===== src/design/assert_macros.svh =====
// assertion helpers, compiled out when SYNTH is defined
`ifndef ASSERT_MACROS_SVH
`define ASSERT_MACROS_SVH

`ifndef SYNTH
`define AST_IMP(lbl, ante, cons, msg) \
  lbl: assert property (@(posedge clk) disable iff (!rst_n) (ante) |-> (cons)) else $error(msg);
`define AST_NXT(lbl, ante, cons, msg) \
  lbl: assert property (@(posedge clk) disable iff (!rst_n) (ante) |=> (cons)) else $error(msg);
`else
`define AST_IMP(lbl, ante, cons, msg)
`define AST_NXT(lbl, ante, cons, msg)
`endif

`endif


===== src/design/lzw_enc_pkg.sv =====
package lzw_enc_pkg;

  localparam int MAX_CODE_BITS = 12;
  localparam int TABLE_SIZE    = 1 << MAX_CODE_BITS;
  localparam int NFC_W         = MAX_CODE_BITS + 1;
  localparam int W_W           = $clog2(MAX_CODE_BITS + 1);
  localparam int ACC_W         = 7 + MAX_CODE_BITS;
  localparam int CNT_W         = $clog2(ACC_W + 1);
  localparam int PAIR_W        = MAX_CODE_BITS + 8;

  localparam logic [MAX_CODE_BITS-1:0] CLR_CODE   = MAX_CODE_BITS'(256);
  localparam logic [MAX_CODE_BITS-1:0] END_CODE   = MAX_CODE_BITS'(257);
  localparam logic [NFC_W-1:0]         FIRST_FREE = NFC_W'(258);
  localparam logic [W_W-1:0]           START_W    = W_W'(9);
  localparam logic [W_W-1:0]           MAX_W      = W_W'(MAX_CODE_BITS);

  typedef enum logic [3:0] {
    S_IDLE, S_DECIDE, S_CLR_START, S_SET_STR, S_SRCH0, S_SRCH, S_UPDATE,
    S_LAST_CHK, S_EMIT_EOI, S_FLUSH, S_CLOSE, S_PUT, S_FIN
  } state_t;

  typedef enum logic [1:0] {
    SEL_CLR, SEL_EOI, SEL_STR
  } code_sel_t;

  typedef struct packed {
    logic      latch;
    logic      start;
    logic      load;
    code_sel_t sel;
    logic      set_str_byte;
    logic      set_str_found;
    logic      open_set;
    logic      close;
    logic      srch_init;
    logic      srch_run;
    logic      add_entry;
    logic      restart;
    logic      flush;
    logic      put;
    logic      fin_push;
  } dp_cmd_t;

  typedef struct packed {
    logic is_new;
    logic empty;
    logic last;
    logic hit;
    logic miss;
    logic room;
    logic more;
    logic hold_v;
    logic out_free;
  } dp_sts_t;

endpackage


===== src/design/lzw_enc_ctrl.sv =====
module lzw_enc_ctrl (
  input  logic                 clk,
  input  logic                 rst_n,
  input  logic                 in_tvalid,
  output logic                 in_tready,
  input  lzw_enc_pkg::dp_sts_t sts,
  output lzw_enc_pkg::dp_cmd_t cmd
);
  import lzw_enc_pkg::*;

  state_t state_r, state_nxt;
  state_t ret_r, ret_nxt;

  always_comb begin
    state_nxt = state_r;
    ret_nxt   = ret_r;
    unique case (state_r)
      S_IDLE:      if (in_tvalid) state_nxt = S_DECIDE;
      S_DECIDE:    state_nxt = sts.is_new ? S_CLR_START : S_SRCH0;
      S_CLR_START: begin
        ret_nxt   = sts.empty ? S_EMIT_EOI : S_SET_STR;
        state_nxt = S_PUT;
      end
      S_SET_STR:   state_nxt = S_LAST_CHK;
      S_SRCH0:     state_nxt = S_SRCH;
      S_SRCH: begin
        if (sts.hit) begin
          state_nxt = S_LAST_CHK;
        end else if (sts.miss) begin
          ret_nxt   = S_UPDATE;
          state_nxt = S_PUT;
        end
      end
      S_UPDATE: begin
        if (sts.room) begin
          state_nxt = S_LAST_CHK;
        end else begin
          ret_nxt   = S_LAST_CHK;
          state_nxt = S_PUT;
        end
      end
      S_LAST_CHK: begin
        if (sts.last) begin
          ret_nxt   = S_EMIT_EOI;
          state_nxt = S_PUT;
        end else begin
          state_nxt = S_FIN;
        end
      end
      S_EMIT_EOI: begin
        ret_nxt   = S_FLUSH;
        state_nxt = S_PUT;
      end
      S_FLUSH: begin
        ret_nxt   = S_CLOSE;
        state_nxt = S_PUT;
      end
      S_CLOSE:     state_nxt = S_FIN;
      S_PUT:       if (!sts.more) state_nxt = ret_r;
      S_FIN:       if (!sts.hold_v || sts.out_free) state_nxt = S_IDLE;
      default:     state_nxt = S_IDLE;
    endcase
  end

  always_comb begin
    cmd       = '0;
    cmd.sel   = SEL_STR;
    in_tready = 1'b0;
    unique case (state_r)
      S_IDLE: begin
        in_tready = 1'b1;
        cmd.latch = in_tvalid;
      end
      S_CLR_START: begin
        cmd.start = 1'b1;
        cmd.load  = 1'b1;
        cmd.sel   = SEL_CLR;
      end
      S_SET_STR: begin
        cmd.set_str_byte = 1'b1;
        cmd.open_set     = 1'b1;
      end
      S_SRCH0: cmd.srch_init = 1'b1;
      S_SRCH: begin
        if (sts.hit) begin
          cmd.set_str_found = 1'b1;
        end else if (sts.miss) begin
          cmd.load = 1'b1;
        end else begin
          cmd.srch_run = 1'b1;
        end
      end
      S_UPDATE: begin
        cmd.set_str_byte = 1'b1;
        if (sts.room) begin
          cmd.add_entry = 1'b1;
        end else begin
          // table full: clear code at the old width, then restart
          cmd.load    = 1'b1;
          cmd.sel     = SEL_CLR;
          cmd.restart = 1'b1;
        end
      end
      S_LAST_CHK: cmd.load = sts.last;
      S_EMIT_EOI: begin
        cmd.load = 1'b1;
        cmd.sel  = SEL_EOI;
      end
      S_FLUSH:    cmd.flush = 1'b1;
      S_CLOSE:    cmd.close = 1'b1;
      S_PUT:      cmd.put = sts.more && (!sts.hold_v || sts.out_free);
      S_FIN:      cmd.fin_push = sts.hold_v && sts.out_free;
      default:    cmd = '0;
    endcase
  end

  always_ff @(posedge clk) begin
    if (!rst_n) begin
      state_r <= S_IDLE;
      ret_r   <= S_IDLE;
    end else begin
      state_r <= state_nxt;
      ret_r   <= ret_nxt;
    end
  end

endmodule


===== config.mk =====
export PLATFORM = sky130hd
export DESIGN_NAME = lzw_enc_ctrl
export DESIGN_NICKNAME = d
export VERILOG_FILES = /design/src/design/assert_macros.svh /design/src/design/lzw_enc_pkg.sv /design/src/design/lzw_enc_ctrl.sv
export SDC_FILE = /design/constraint.sdc
export NUM_CORES = 1
export LEC_CHECK = 0
export ABC_AREA = 0
export BUFFER_PORTS_ARGS = -buffer_cell sky130_fd_sc_hd__buf_2
export CAP_MARGIN = 10
export CORE_MARGIN = 4
export CORE_UTILIZATION = 50
export CTS_BUF_LIST = sky130_fd_sc_hd__clkbuf_4
export DETAILED_ROUTE_END_ITERATION = 7
export PLACE_DENSITY = 0.78
export SYNTH_ARGS = -nofsm -noshare
export SYNTH_HDL_FRONTEND = slang
export SYNTH_SLANG_ARGS = --single-unit

===== constraint.sdc =====
create_clock -name clk -period 1.54 [get_ports clk]
set_input_delay 0.231 -clock clk [delete_from_list [all_inputs] [get_ports clk]]
set_output_delay 0.231 -clock clk [all_outputs]
set_load 0.005 [all_outputs]

==> run summary, run 1 <==
Yosys
- **number of enable-type register cells in the synthesized netlist** 0
- **number of warnings printed during yosys synthesis** 0
- **dominant cell type by area after synthesis** dfxtp_1
- **Post-synth top cells** 9 x nor2_1, 9 x o21ai_0
- **Mapped Avg Cell Area** 7.01 sq um
- **number of instances in the synthesized netlist** 133
- **primary flip-flop cell chosen by synthesis mapping** dfxtp_1
- **synthesized netlist net count** 145
- **number of library cell types mapped by synthesis** 48
- **register bit total from synthesis** 8
- **largest cells by area after synthesis** dfxtp_1 17%, nand2b_1 5.4%, o21ai_0 4.8%
- **share of flip-flops with an asynchronous set or reset** 0%
- **Seq/Total Area, Yosys** 17.2%
- **fraction of synthesized cell area taken by the top area cell type** 17.2%
- **Cell Area, Synth** 932 sq um

Floorplan
- **die boundary width** 51.2 um
- **starting utilization of the core area** 53.4%
- **number of rows in the core area** 15
- **floorplan die height** 51.2 um
- **I/O pins** 29

Global route
- **maximum number of pins on one net before global-route repair** 11

Clock network
- **number of clock sinks seen by CTS** 8
- **number of H-tree branching levels** 1
- **hold_buf cts** 0
- **number of buffers inserted during clock tree synthesis** 3
- **root buffer cell** clkbuf_4
- **largest buffer count on any clock path** 2

Timing
- **endpoint with the least setup slack after the last global-route repair** cmd[12]
- **classification of the worst endpoint** top-level output

Placed design
- **gpl congestion** 0.996
- **count of port buffers added during placement** 28
- **estimated wirelength of the detail-placed design** 2670 um

Status
- **status** did not finish
- **last stage the flow got to** global routing
- **Tool Error** [ERROR DPL-0038] Utilization greater than 100%, impossible to legalize

-- stage by stage --
stage | setup slack (ns) | utilization (%) | instances | area (sq um) | setup TNS [ns]
floorplan | 0.0280 | - | 133 | 932 | 0
global placement | -0.0620 | 74.6 | 209 | 1300 | -0.0764
detailed placement | -0.0774 | 74.6 | 209 | 1300 | -0.195
CTS | -0.163 | 90.7 | 224 | 1580 | -1.17
-- what timing repair did --
action / in CTS
endpoints found under the hold margin: 0
pin swaps: 4
buffers inserted: 12
cloned: 0
endpoints found under the setup margin: 24
gates resized for setup: 44
-- logic make-up after synthesis --
group           Yosys count  synth area share [%]
mux                       5                  5.64
flops                     8                  17.2
simple gates             56                  34.4
compound gates           42                  30.7
buf+inv                  20                  10.2
xor+xnor                  2                  1.88
==> run 2, diff against run 1 <==
--- a/config.mk
+++ b/config.mk
@@ -8,11 +8,10 @@
 export ABC_AREA = 0
 export BUFFER_PORTS_ARGS = -buffer_cell sky130_fd_sc_hd__buf_2
 export CAP_MARGIN = 10
-export CORE_MARGIN = 4
-export CORE_UTILIZATION = 50
-export CTS_BUF_LIST = sky130_fd_sc_hd__clkbuf_4
+export CORE_AREA = 4 4 65 67
 export DETAILED_ROUTE_END_ITERATION = 7
-export PLACE_DENSITY = 0.78
+export DIE_AREA = 0 0 69 71
+export PLACE_DENSITY_LB_ADDON = 0.15
 export SYNTH_ARGS = -nofsm -noshare
 export SYNTH_HDL_FRONTEND = slang
 export SYNTH_SLANG_ARGS = --single-unit
==> run 2 against run 1 <==
  * The flow now finishes, with violations (setup timing)
  * Synthesized area is the same
  * Synthesized cell count is the same
==> run summary, run 2 <==
Yosys
- **share of the synthesized area in compound gates (AO/OA/AOI/OAI)** 30.7%, unchanged
- **fraction of synthesized cell area taken by the top area cell type** 17.2%, unchanged
- **multiplexer fraction of the synthesized cell area** 5.64%, unchanged
- **dominant combinational cell family by area after synthesis** simple AND/OR/NAND/NOR gates
- **register bit total from synthesis** 8, unchanged
- **area share of xor/xnor cells in the synthesized design** 1.88%, unchanged
- **synthesized netlist net count** 145, unchanged
- **number of enable-type register cells in the synthesized netlist** 0, unchanged
- **basic-gate share of the synthesized area counting and, or, nand and nor cells** 34.4%, unchanged
- **share of flip-flops with an asynchronous set or reset** 0%, unchanged
- **synthesized-area fraction occupied by adder cells** 0%, unchanged
- **primary flip-flop cell chosen by synthesis mapping** dfxtp_1
- **Cell Area, Synth** 932 sq um, unchanged
- **number of library cell types mapped by synthesis** 48, unchanged
- **dominant cell type by area after synthesis** dfxtp_1
- **Post-synth top cells** 9 x nor2_1, 9 x o21ai_0
- **number of warnings printed during yosys synthesis** 0, unchanged
- **Mapped Avg Cell Area** 7.01 sq um, unchanged
- **largest cells by area after synthesis** dfxtp_1 17%, nand2b_1 5.4%, o21ai_0 4.8%
- **Seq/Total Area, Yosys** 17.2%, unchanged
- **number of instances in the synthesized netlist** 133, unchanged

Worst setup path
- **logic depth of the worst register-to-register path** 5
- **Critical Path AT** 1.46 ns
- **Reg-to-Reg End** ret_r[0]
- **CP Launch Type** register
- **Req. time, crit path** 1.31 ns
- **type of the worst setup path** register to primary output
- **worst-case register-to-register setup slack** -0.01 ns
- **biggest fanout along the worst timing path** 4
- **critical path endpoint category** primary output
- **startpoint of the worst-slack reg-to-reg timing path** state_r[1]

Timing
- **max-slew violation count** 0
- **FMAX** 0.591 GHz
- **Rel. slew slack** 73.7%
- **final-report hold violation count** 0
- **Finish-stage setup viols** 8
- **crit share post-route** 110%
- **Worst Tran Pin Value** 0.393 ns
- **time the final worst path needs with I/O delays and setup** 1.69 ns
- **setup repair after global routing missed its margin** yes
- **clock tree skew after final layout** 0.00193 ns
- **Setup WS post-layout** -0.151 ns

Floorplan
- **die area** 4900 sq um
- **I/O pins** 29, unchanged
- **total core area** 3630 sq um
- **number of rows in the core area** 22, +7
- **starting utilization of the core area** 25.7%, -28 points
- **die boundary width** 69 um, +35%
- **floorplan die height** 71 um, +39%

Routing
- **count of unresolved DRC violations after routing** 0
- **Antenna Nets Post-Route** 0
- **number of detailed-route iterations in the first pass** 4
- **detail-routed via count per cell** 5.26
- **mean routed wirelength per cell** 15.0 um
- **detailed router's first-iteration violation count** 116
- **vias after detailed routing** 1,246
- **Total Routed Length** 3560 um

Placed design
- **# placed instances** 226, +8.1%
- **setup slack after placement** -0.110 ns, -0.0330 ns
- **post-detailed-placement cell area** 1280 sq um, -1.3%
- **gpl congestion** 0.891, -11%
- **estimated wirelength of the detail-placed design** 2560 um, -4.2%
- **count of port buffers added during placement** 28, unchanged

Clock network
- **CTS tree** done
- **number of H-tree branching levels** 1, unchanged
- **number of buffers inserted during clock tree synthesis** 3, unchanged
- **clock network latency to the later pin of the worst-skew pair** 0.23 ns
- **number of clock sinks seen by CTS** 8, unchanged
- **largest buffer count on any clock path** 2, unchanged
- **hold_buf cts** 0, unchanged
- **clock transition at the registers of the reported paths** 0.04 ns
- **root buffer cell** clkbuf_8

Cells and area
- **antenna diode count** 0
- **relative area change from synthesis to final layout** 69.9%
- **highest-count cells in the layout ignoring fill and taps** 28 x buf_2, 28 x buf_4, 9 x buf_6
- **Fill cells** 382
- **Total Nets Final** 203
- **fraction of layout instances using a drive strength above 1** 54.0%
- **final core utilization** 43.6%
- **leading registers by flop count** ret_r x4, state_r x4
- **final design instance area without fill** 1580 sq um
- **final cell count without fillers** 237

Hold path
- **instance count along the most critical hold path** 2
- **Hold Crit Class** input pin to register
- **min-delay src** rst_n
- **end point of the most critical hold path** ret_r[2]

Power
- **Worst VDD drop** 0.401 mV
- **ratio of total power to cell area** 883 nW/um^2
- **cell leakage power** 0.000689 uW

Global route
- **global-route wire length before repair** 5820 um
- **Tot GR Track Use** 14.2%
- **maximum number of pins on one net before global-route repair** 12
- **via count of the first global-routing pass** 1,178
- **remaining global-route overflow** 0
- **antenna violations before repair** 0

Status
- **status** finished with violations
- **violations in the final reports** setup timing

Flow run
- **max cap viols** 0

-- run 2: cell counts after synthesis --
No cell type changed its count.
-- run 2: routing by layer --
layer	up-vias	GRT usage, %	share of wire (%)
met5	-	0	0
met4	0	4.77	2.4
met3	9	3.27	6.4
met2	51	22.2	47
met1	576	19.2	44
li1	610	-	-
-- run 2: worst max-delay path by stage --
stage / startpoint / to / depth (start not counted)
after floorplan: state_r[1] / cmd[12] / 5
after CTS: state_r[1] / cmd[15] / 4
after global placement: state_r[1] / state_r[3] / 5
after detailed placement: state_r[1] / state_r[3] / 5
final: state_r[1] / cmd[13] / 6
after global routing: state_r[1] / cmd[13] / 6
-- run 2: area by class of cell --
class / instances / area [sq um] / area share [%]
well taps: 48 / 60.1 / 3.79
multi-input cells: 105 / 823 / 52.0
inverters: 8 / 32.5 / 2.05
repair buffers: 65 / 452 / 28.5
clock buffers: 3 / 41.3 / 2.61
flip-flops and latches: 8 / 175 / 11.1
-- run 2: power by group --
| part | internal (uW) | total, uW | switching (uW) | leakage [uW] |
|---|---|---|---|---|
| Combinational | 455 | 862 | 407 | 0.000599 |
| Clock | 169 | 249 | 79.5 | 0.0000216 |
| Sequential | 241 | 288 | 47.1 | 0.0000679 |
| Total | 866 | 1400 | 534 | 0.000689 |
-- run 2: kinds of logic (layout without fill, tap and decap cells) --
kind of cell	Yosys count	in the layout
and+or+nand+nor	56	56
xor gates and xnor gates	2	2
DFF	8	8
muxes	5	5
AOI/OAI and AO/OA	42	42
buffers and inverters	20	76
-- run 2: timing repair --
| action | 4_1_cts | 5_1_grt |
|---|---|---|
| buffers inserted | 6 | 3 |
| resized for setup | 29 | 24 |
| pin swaps | 7 | 15 |
| setup endpoints to repair | 22 | 21 |
-- run 2: critical path, stage by stage (launching register included) --
cell      delay, ns
dfxtp_4        0.35
buf_6          0.13
nor3b_4        0.24
a21oi_2        0.10
a21boi_2       0.17
o32ai_2        0.09
buf_2          0.15
-- run 2: stage by stage --
stage          power, uW  TNS, ns  hold WS [ns]
6_report            1400   -0.547         0.312
5_1_grt             1480    -1.29         0.316
4_1_cts             1310   -0.620         0.303
3_5_place_dp         945   -0.368         0.473
3_3_place_gp         951   -0.475         0.462
2_1_floorplan        663        0         0.402
Note: power is estimated with default switching activity, not from simulation.
==> run 3, diff against run 2 <==
--- a/config.mk
+++ b/config.mk
@@ -12,6 +12,7 @@
 export DETAILED_ROUTE_END_ITERATION = 7
 export DIE_AREA = 0 0 69 71
 export PLACE_DENSITY_LB_ADDON = 0.15
+export SKIP_LAST_GASP = 1
 export SYNTH_ARGS = -nofsm -noshare
 export SYNTH_HDL_FRONTEND = slang
 export SYNTH_SLANG_ARGS = --single-unit
==> run 3 against run 2 <==
  * The flow still finishes with violations (setup timing)
  * Via count about the same
  * Routed wire length down 0.39%
  * Fmax up 1.1%
  * Utilization up 0.83 points
  * Register-to-register slack worse by 0.04 ns
  * Power up 1.6%
==> run summary, run 3 (synthesized netlist as in run 2, its figures left out) <==
Worst setup path
- **CP Launch Type** register
- **Critical Path AT** 1.44 ns, -0.02 ns
- **type of the worst setup path** register to primary output
- **Req. time, crit path** 1.31 ns, about the same
- **critical path endpoint category** primary output
- **biggest fanout along the worst timing path** 4, unchanged

Status
- **violations in the final reports** setup timing
- **status** finished with violations

Timing
- **max-slew violation count** 0, unchanged
- **setup repair after global routing missed its margin** yes
- **clock tree skew after final layout** 0.000852 ns, -0.00108 ns
- **Finish-stage setup viols** 9, +1
- **final-report hold violation count** 0, unchanged
- **crit share post-route** 109%, -1.2 points
- **Rel. slew slack** 76.5%, +2.8 points
- **worst hold slack** 0.312 ns, -0.000325 ns
- **Setup WS post-layout** -0.133 ns, +0.0177 ns
- **Worst Tran Pin Value** 0.351 ns, -0.0413 ns
- **time the final worst path needs with I/O delays and setup** 1.67 ns, -0.0177 ns
- **FMAX** 0.598 GHz, +1.1%

Floorplan
- **die boundary width** 69 um, unchanged
- **I/O pins** 29, unchanged
- **die area** 4900 sq um, unchanged
- **total core area** 3630 sq um, unchanged
- **starting utilization of the core area** 25.7%, unchanged
- **number of rows in the core area** 22, unchanged
- **floorplan die height** 71 um, unchanged

Placed design
- **gpl congestion** 0.891, unchanged
- **post-detailed-placement cell area** 1280 sq um, unchanged
- **# placed instances** 226, unchanged
- **estimated wirelength of the detail-placed design** 2560 um, unchanged
- **count of port buffers added during placement** 28, unchanged

Cells and area
- **final cell count without fillers** 239, +0.84%
- **highest-count cells in the layout ignoring fill and taps** 30 x buf_4, 27 x buf_2, 10 x buf_6
- **leading registers by flop count** ret_r x4, state_r x4
- **fraction of layout instances using a drive strength above 1** 54.5%, +0.48 points
- **final core utilization** 44.4%, +0.83 points
- **most common cell after layout, fill and taps aside** buf_4
- **final design instance area without fill** 1610 sq um, +1.9%
- **antenna diode count** 0, unchanged
- **Total Nets Final** 205, +0.99%
- **relative area change from synthesis to final layout** 73.2%

Flow run
- **max cap viols** 0, unchanged

Global route
- **remaining global-route overflow** 0, unchanged
- **most crowded layer after global routing** met2
- **Tot GR Track Use** 14.2%, -0.029 points
- **maximum number of pins on one net before global-route repair** 12, unchanged
- **via count of the first global-routing pass** 1,178, unchanged
- **global-route wire length before repair** 5820 um, -0.12%
- **met2 Use GR** 22.2%, unchanged
- **antenna violations before repair** 0, unchanged
- **M3 GR Usage** 3.27%, unchanged
- **met1 usage in global routing** 19.1%, -0.084 points

Routing
- **count of unresolved DRC violations after routing** 0, unchanged
- **Antenna Nets Post-Route** 0, unchanged
- **mean routed wirelength per cell** 14.8 um, -1.2%
- **number of detailed-route iterations in the first pass** 6, +2
- **detailed router's first-iteration violation count** 102, -12%
- **vias after detailed routing** 1,247, +0.080%
- **Total Routed Length** 3550 um, -0.39%
- **detail-routed via count per cell** 5.22, -0.76%

Clock network
- **largest buffer count on any clock path** 2, unchanged
- **root buffer cell** clkbuf_8
- **clock transition at the registers of the reported paths** 0.04 ns, about the same
- **CTS tree** done
- **hold_buf cts** 0, unchanged
- **number of buffers inserted during clock tree synthesis** 3, unchanged
- **number of H-tree branching levels** 1, unchanged
- **number of clock sinks seen by CTS** 8, unchanged
- **clock network latency to the later pin of the worst-skew pair** 0.23 ns, about the same

Power
- **ratio of total power to cell area** 881 nW/um^2, -0.27%
- **cell leakage power** 0.000707 uW, +2.7%
- **total chip power** 1420 uW, +1.6%
- **Worst VDD drop** 0.413 mV, +3.1%

Hold path
- **Hold Crit Class** input pin to register

-- run 3: changes by cell type in the layout (fill, tap and decap cells not counted), moves of 2 or more --
cell / before / now
buf_4: 28 / 30
nand3_1: 2 / 4
nand3_2: 2 / 0
o22ai_1: 4 / 6
o22ai_2: 2 / 0
-- run 3: repair_timing --
item                                   in CTS  in global routing
gates resized for setup                    28                 28
endpoints found under the hold margin       0                  0
pin swaps                                   7                 16
buffers inserted                            6                  6
setup endpoints to repair                  22                 21
-- run 3: per-stage QoR --
step,setup TNS [ns],setup slack [ns]
finish,-0.640,-0.133
global route,-1.44,-0.196
floorplan,0,0.0280
global placement,-0.475,-0.155
CTS,-0.634,-0.133
detailed placement,-0.368,-0.110
-- run 3: worst max-delay path, cell delays in order (launching register included) --
cell	delay, ns
dfxtp_4	0.35
buf_6	0.13
nor3b_4	0.23
a21oi_2	0.09
a21boi_2	0.16
o32ai_2	0.09
buf_2	0.15
-- run 3: worst paths after layout --
check                           startpoint          to  slack, ns  depth (start not counted)
worst max-delay path            state_r[1]     cmd[13]      -0.13                          6
worst max register to register  state_r[3]  state_r[3]      -0.05                          5
worst min-delay path                 rst_n    ret_r[2]       0.31                          2
worst min register to register    ret_r[1]    ret_r[1]       0.47                          2
-- run 3: cell type report --
class / instances / area (sq um)
inverter: 8 / 32.5
clock buffer: 3 / 41.3
sequential: 8 / 175
timing repair buffer: 67 / 473
tap: 48 / 60.1
multi-input combinational: 105 / 832
fill: 379 / 2020
-- run 3: per-layer routing --
| layer | part of all wire (%) | vias up |
|---|---|---|
| li1 | - | 612 |
| met1 | 47 | 577 |
| met2 | 46 | 50 |
| met3 | 5.4 | 8 |
| met4 | 2.0 | 0 |
| met5 | 0 | - |
-- run 3: power breakdown --
group / switching (uW) / internal, uW
sequential: 51.3 / 241
combinational: 410 / 472
clock: 78.2 / 169
total: 539 / 882
==> run 4, diff against run 3 <==
--- a/config.mk
+++ b/config.mk
@@ -8,10 +8,11 @@
 export ABC_AREA = 0
 export BUFFER_PORTS_ARGS = -buffer_cell sky130_fd_sc_hd__buf_2
 export CAP_MARGIN = 10
-export CORE_AREA = 4 4 65 67
+export CORE_AREA = 2 2 63 65
 export DETAILED_ROUTE_END_ITERATION = 7
-export DIE_AREA = 0 0 69 71
+export DIE_AREA = 0 0 65 67
 export PLACE_DENSITY_LB_ADDON = 0.15
+export SKIP_CTS_REPAIR_TIMING = 1
 export SKIP_LAST_GASP = 1
 export SYNTH_ARGS = -nofsm -noshare
 export SYNTH_HDL_FRONTEND = slang
==> run 4 against run 3 <==
  * The flow still finishes with violations (setup timing)
  * Clock power up 2%
  * Fmax down 0.78%
  * Cell count up 2.9%
  * Critical endpoint is now cmd[12]
  * Global-route usage up 1.5 points
==> run summary, run 4 (synthesized netlist as in run 2, its figures left out) <==
Power
- **cell leakage power** 0.000745 uW, +5.2%
- **Worst VDD drop** 0.446 mV, +7.9%
- **ratio of total power to cell area** 881 nW/um^2, about the same

Timing
- **final-report hold violation count** 0, unchanged
- **Rel. slew slack** 75.7%, -0.78 points
- **setup repair after global routing missed its margin** yes
- **worst hold slack** 0.304 ns, -0.00787 ns
- **Worst Tran Pin Value** 0.364 ns, +0.0131 ns
- **FMAX** 0.593 GHz, -0.78%
- **clock tree skew after final layout** 0.000607 ns, -0.000245 ns
- **Setup WS post-layout** -0.147 ns, -0.0132 ns
- **Finish-stage setup viols** 13, +4
- **crit share post-route** 110%, +0.85 points
- **max-slew violation count** 0, unchanged
- **time the final worst path needs with I/O delays and setup** 1.69 ns, +0.0132 ns
- **Post-Route Setup TNS** -0.831 ns, -0.190 ns

Global route
- **Tot GR Track Use** 15.7%, +1.5 points
- **global-route wire length before repair** 5220 um, -10%
- **maximum number of pins on one net before global-route repair** 12, unchanged
- **via count of the first global-routing pass** 1,116, -5.3%
- **remaining global-route overflow** 0, unchanged
- **antenna violations before repair** 0, unchanged

Hold path
- **Hold Crit Class** input pin to register

Clock network
- **number of buffers inserted during clock tree synthesis** 3, unchanged
- **clock network latency to the later pin of the worst-skew pair** 0.23 ns, about the same
- **CTS tree** done
- **root buffer cell** clkbuf_8
- **clock transition at the registers of the reported paths** 0.04 ns, about the same
- **number of clock sinks seen by CTS** 8, unchanged
- **largest buffer count on any clock path** 2, unchanged
- **number of H-tree branching levels** 1, unchanged

Worst setup path
- **cell with the biggest individual delay on the critical path** dfxtp_4
- **Req. time, crit path** 1.31 ns, about the same
- **biggest fanout along the worst timing path** 5, +1
- **critical path endpoint category** primary output
- **CP Launch Type** register
- **worst stage delay on the critical path** 0.35 ns, about the same
- **type of the worst setup path** register to primary output
- **Critical Path AT** 1.46 ns, +0.02 ns
- **cell-by-cell trace of the critical path** buf_12, buf_8, mux2_4, a221oi_2, buf_2
- **worst-case register-to-register setup slack** -0.08 ns, -0.03 ns

Routing
- **Antenna Nets Post-Route** 0, unchanged
- **Total Routed Length** 3440 um, -3.0%
- **number of detailed-route iterations in the first pass** 4, -2
- **mean routed wirelength per cell** 14.0 um, -5.7%
- **detailed router's first-iteration violation count** 37, -64%
- **detail-routed via count per cell** 4.98, -4.6%
- **count of unresolved DRC violations after routing** 0, unchanged
- **vias after detailed routing** 1,224, -1.8%

Cells and area
- **most common cell after layout, fill and taps aside** buf_4
- **Total Nets Final** 212, +3.4%
- **Fill cells** 356, -6.1%
- **leading registers by flop count** ret_r x4, state_r x4
- **antenna diode count** 0, unchanged
- **fraction of layout instances using a drive strength above 1** 57.1%, +2.6 points
- **highest-count cells in the layout ignoring fill and taps** 34 x buf_4, 28 x buf_2, 10 x buf_6
- **relative area change from synthesis to final layout** 80.4%
- **final cell count without fillers** 246, +2.9%

Floorplan
- **die area** 4360 sq um, -11%
- **number of rows in the core area** 22, unchanged
- **I/O pins** 29, unchanged
- **total core area** 3610 sq um, -0.76%
- **die boundary width** 65 um, -5.8%
- **starting utilization of the core area** 25.9%, +0.20 points
- **floorplan die height** 67 um, -5.6%

Placed design
- **setup slack after placement** -0.0618 ns, +0.0486 ns
- **# placed instances** 233, +3.1%
- **gpl congestion** 0.888, -0.39%
- **estimated wirelength of the detail-placed design** 2640 um, +3.4%
- **count of port buffers added during placement** 28, unchanged

Status
- **violations in the final reports** setup timing
- **status** finished with violations

Flow run
- **max cap viols** 0, unchanged

==> run 4: cell count changes in the layout (fill, tap and decap cells not counted), sizes merged <==
cell  change
buf       +7
==> run 4: where the power goes <==
| part | leakage, uW | switching (uW) | internal (uW) | total, uW |
|---|---|---|---|---|
| Sequential | 0.0000676 | 50.1 | 242 | 292 |
| Clock | 0.0000216 | 83.2 | 169 | 252 |
| Combinational | 0.000655 | 412 | 525 | 937 |
==> run 4: per-layer routing <==
metal | GRT usage, % | share of wire [%]
met1 | 20.0 | 48
met2 | 26.8 | 48
met3 | 2.87 | 3.8
met4 | 4.79 | 1.1
met5 | 0 | 0
==> run 4: critical path, delay by kind of cell, from the launching register on <==
kind | cells | cell delay [ns]
buf+inv | 3 | 0.38
flops | 1 | 0.35
mux | 1 | 0.27
compound gates | 1 | 0.22
==> run 4: final timing paths <==
path / from / endpoint / cells past startpoint
hold / removal: rst_n / state_r[3] / 2
setup / recovery: state_r[2] / cmd[12] / 5
hold reg to reg: ret_r[0] / ret_r[0] / 2
setup reg to reg: state_r[2] / ret_r[0] / 6
==> run 4: per-stage QoR <==
stage	area (sq um)	util, %	power, uW
final	1680	46.6	1480
after global routing	1680	46.6	1590
after CTS	1390	38.6	1270
after detailed placement	1350	37.4	1000
after global placement	1350	37.4	1000
after floorplan	932	-	663
==> run 4: final cells by class <==
cell class / instances / area (sq um) / area share [%]
sequential: 8 / 173 / 10.3
timing repair buffer: 74 / 543 / 32.3
clock buffer: 3 / 41.3 / 2.46
multi-input combinational: 105 / 835 / 49.6
tap: 48 / 60.1 / 3.57
inverter: 8 / 30.0 / 1.79
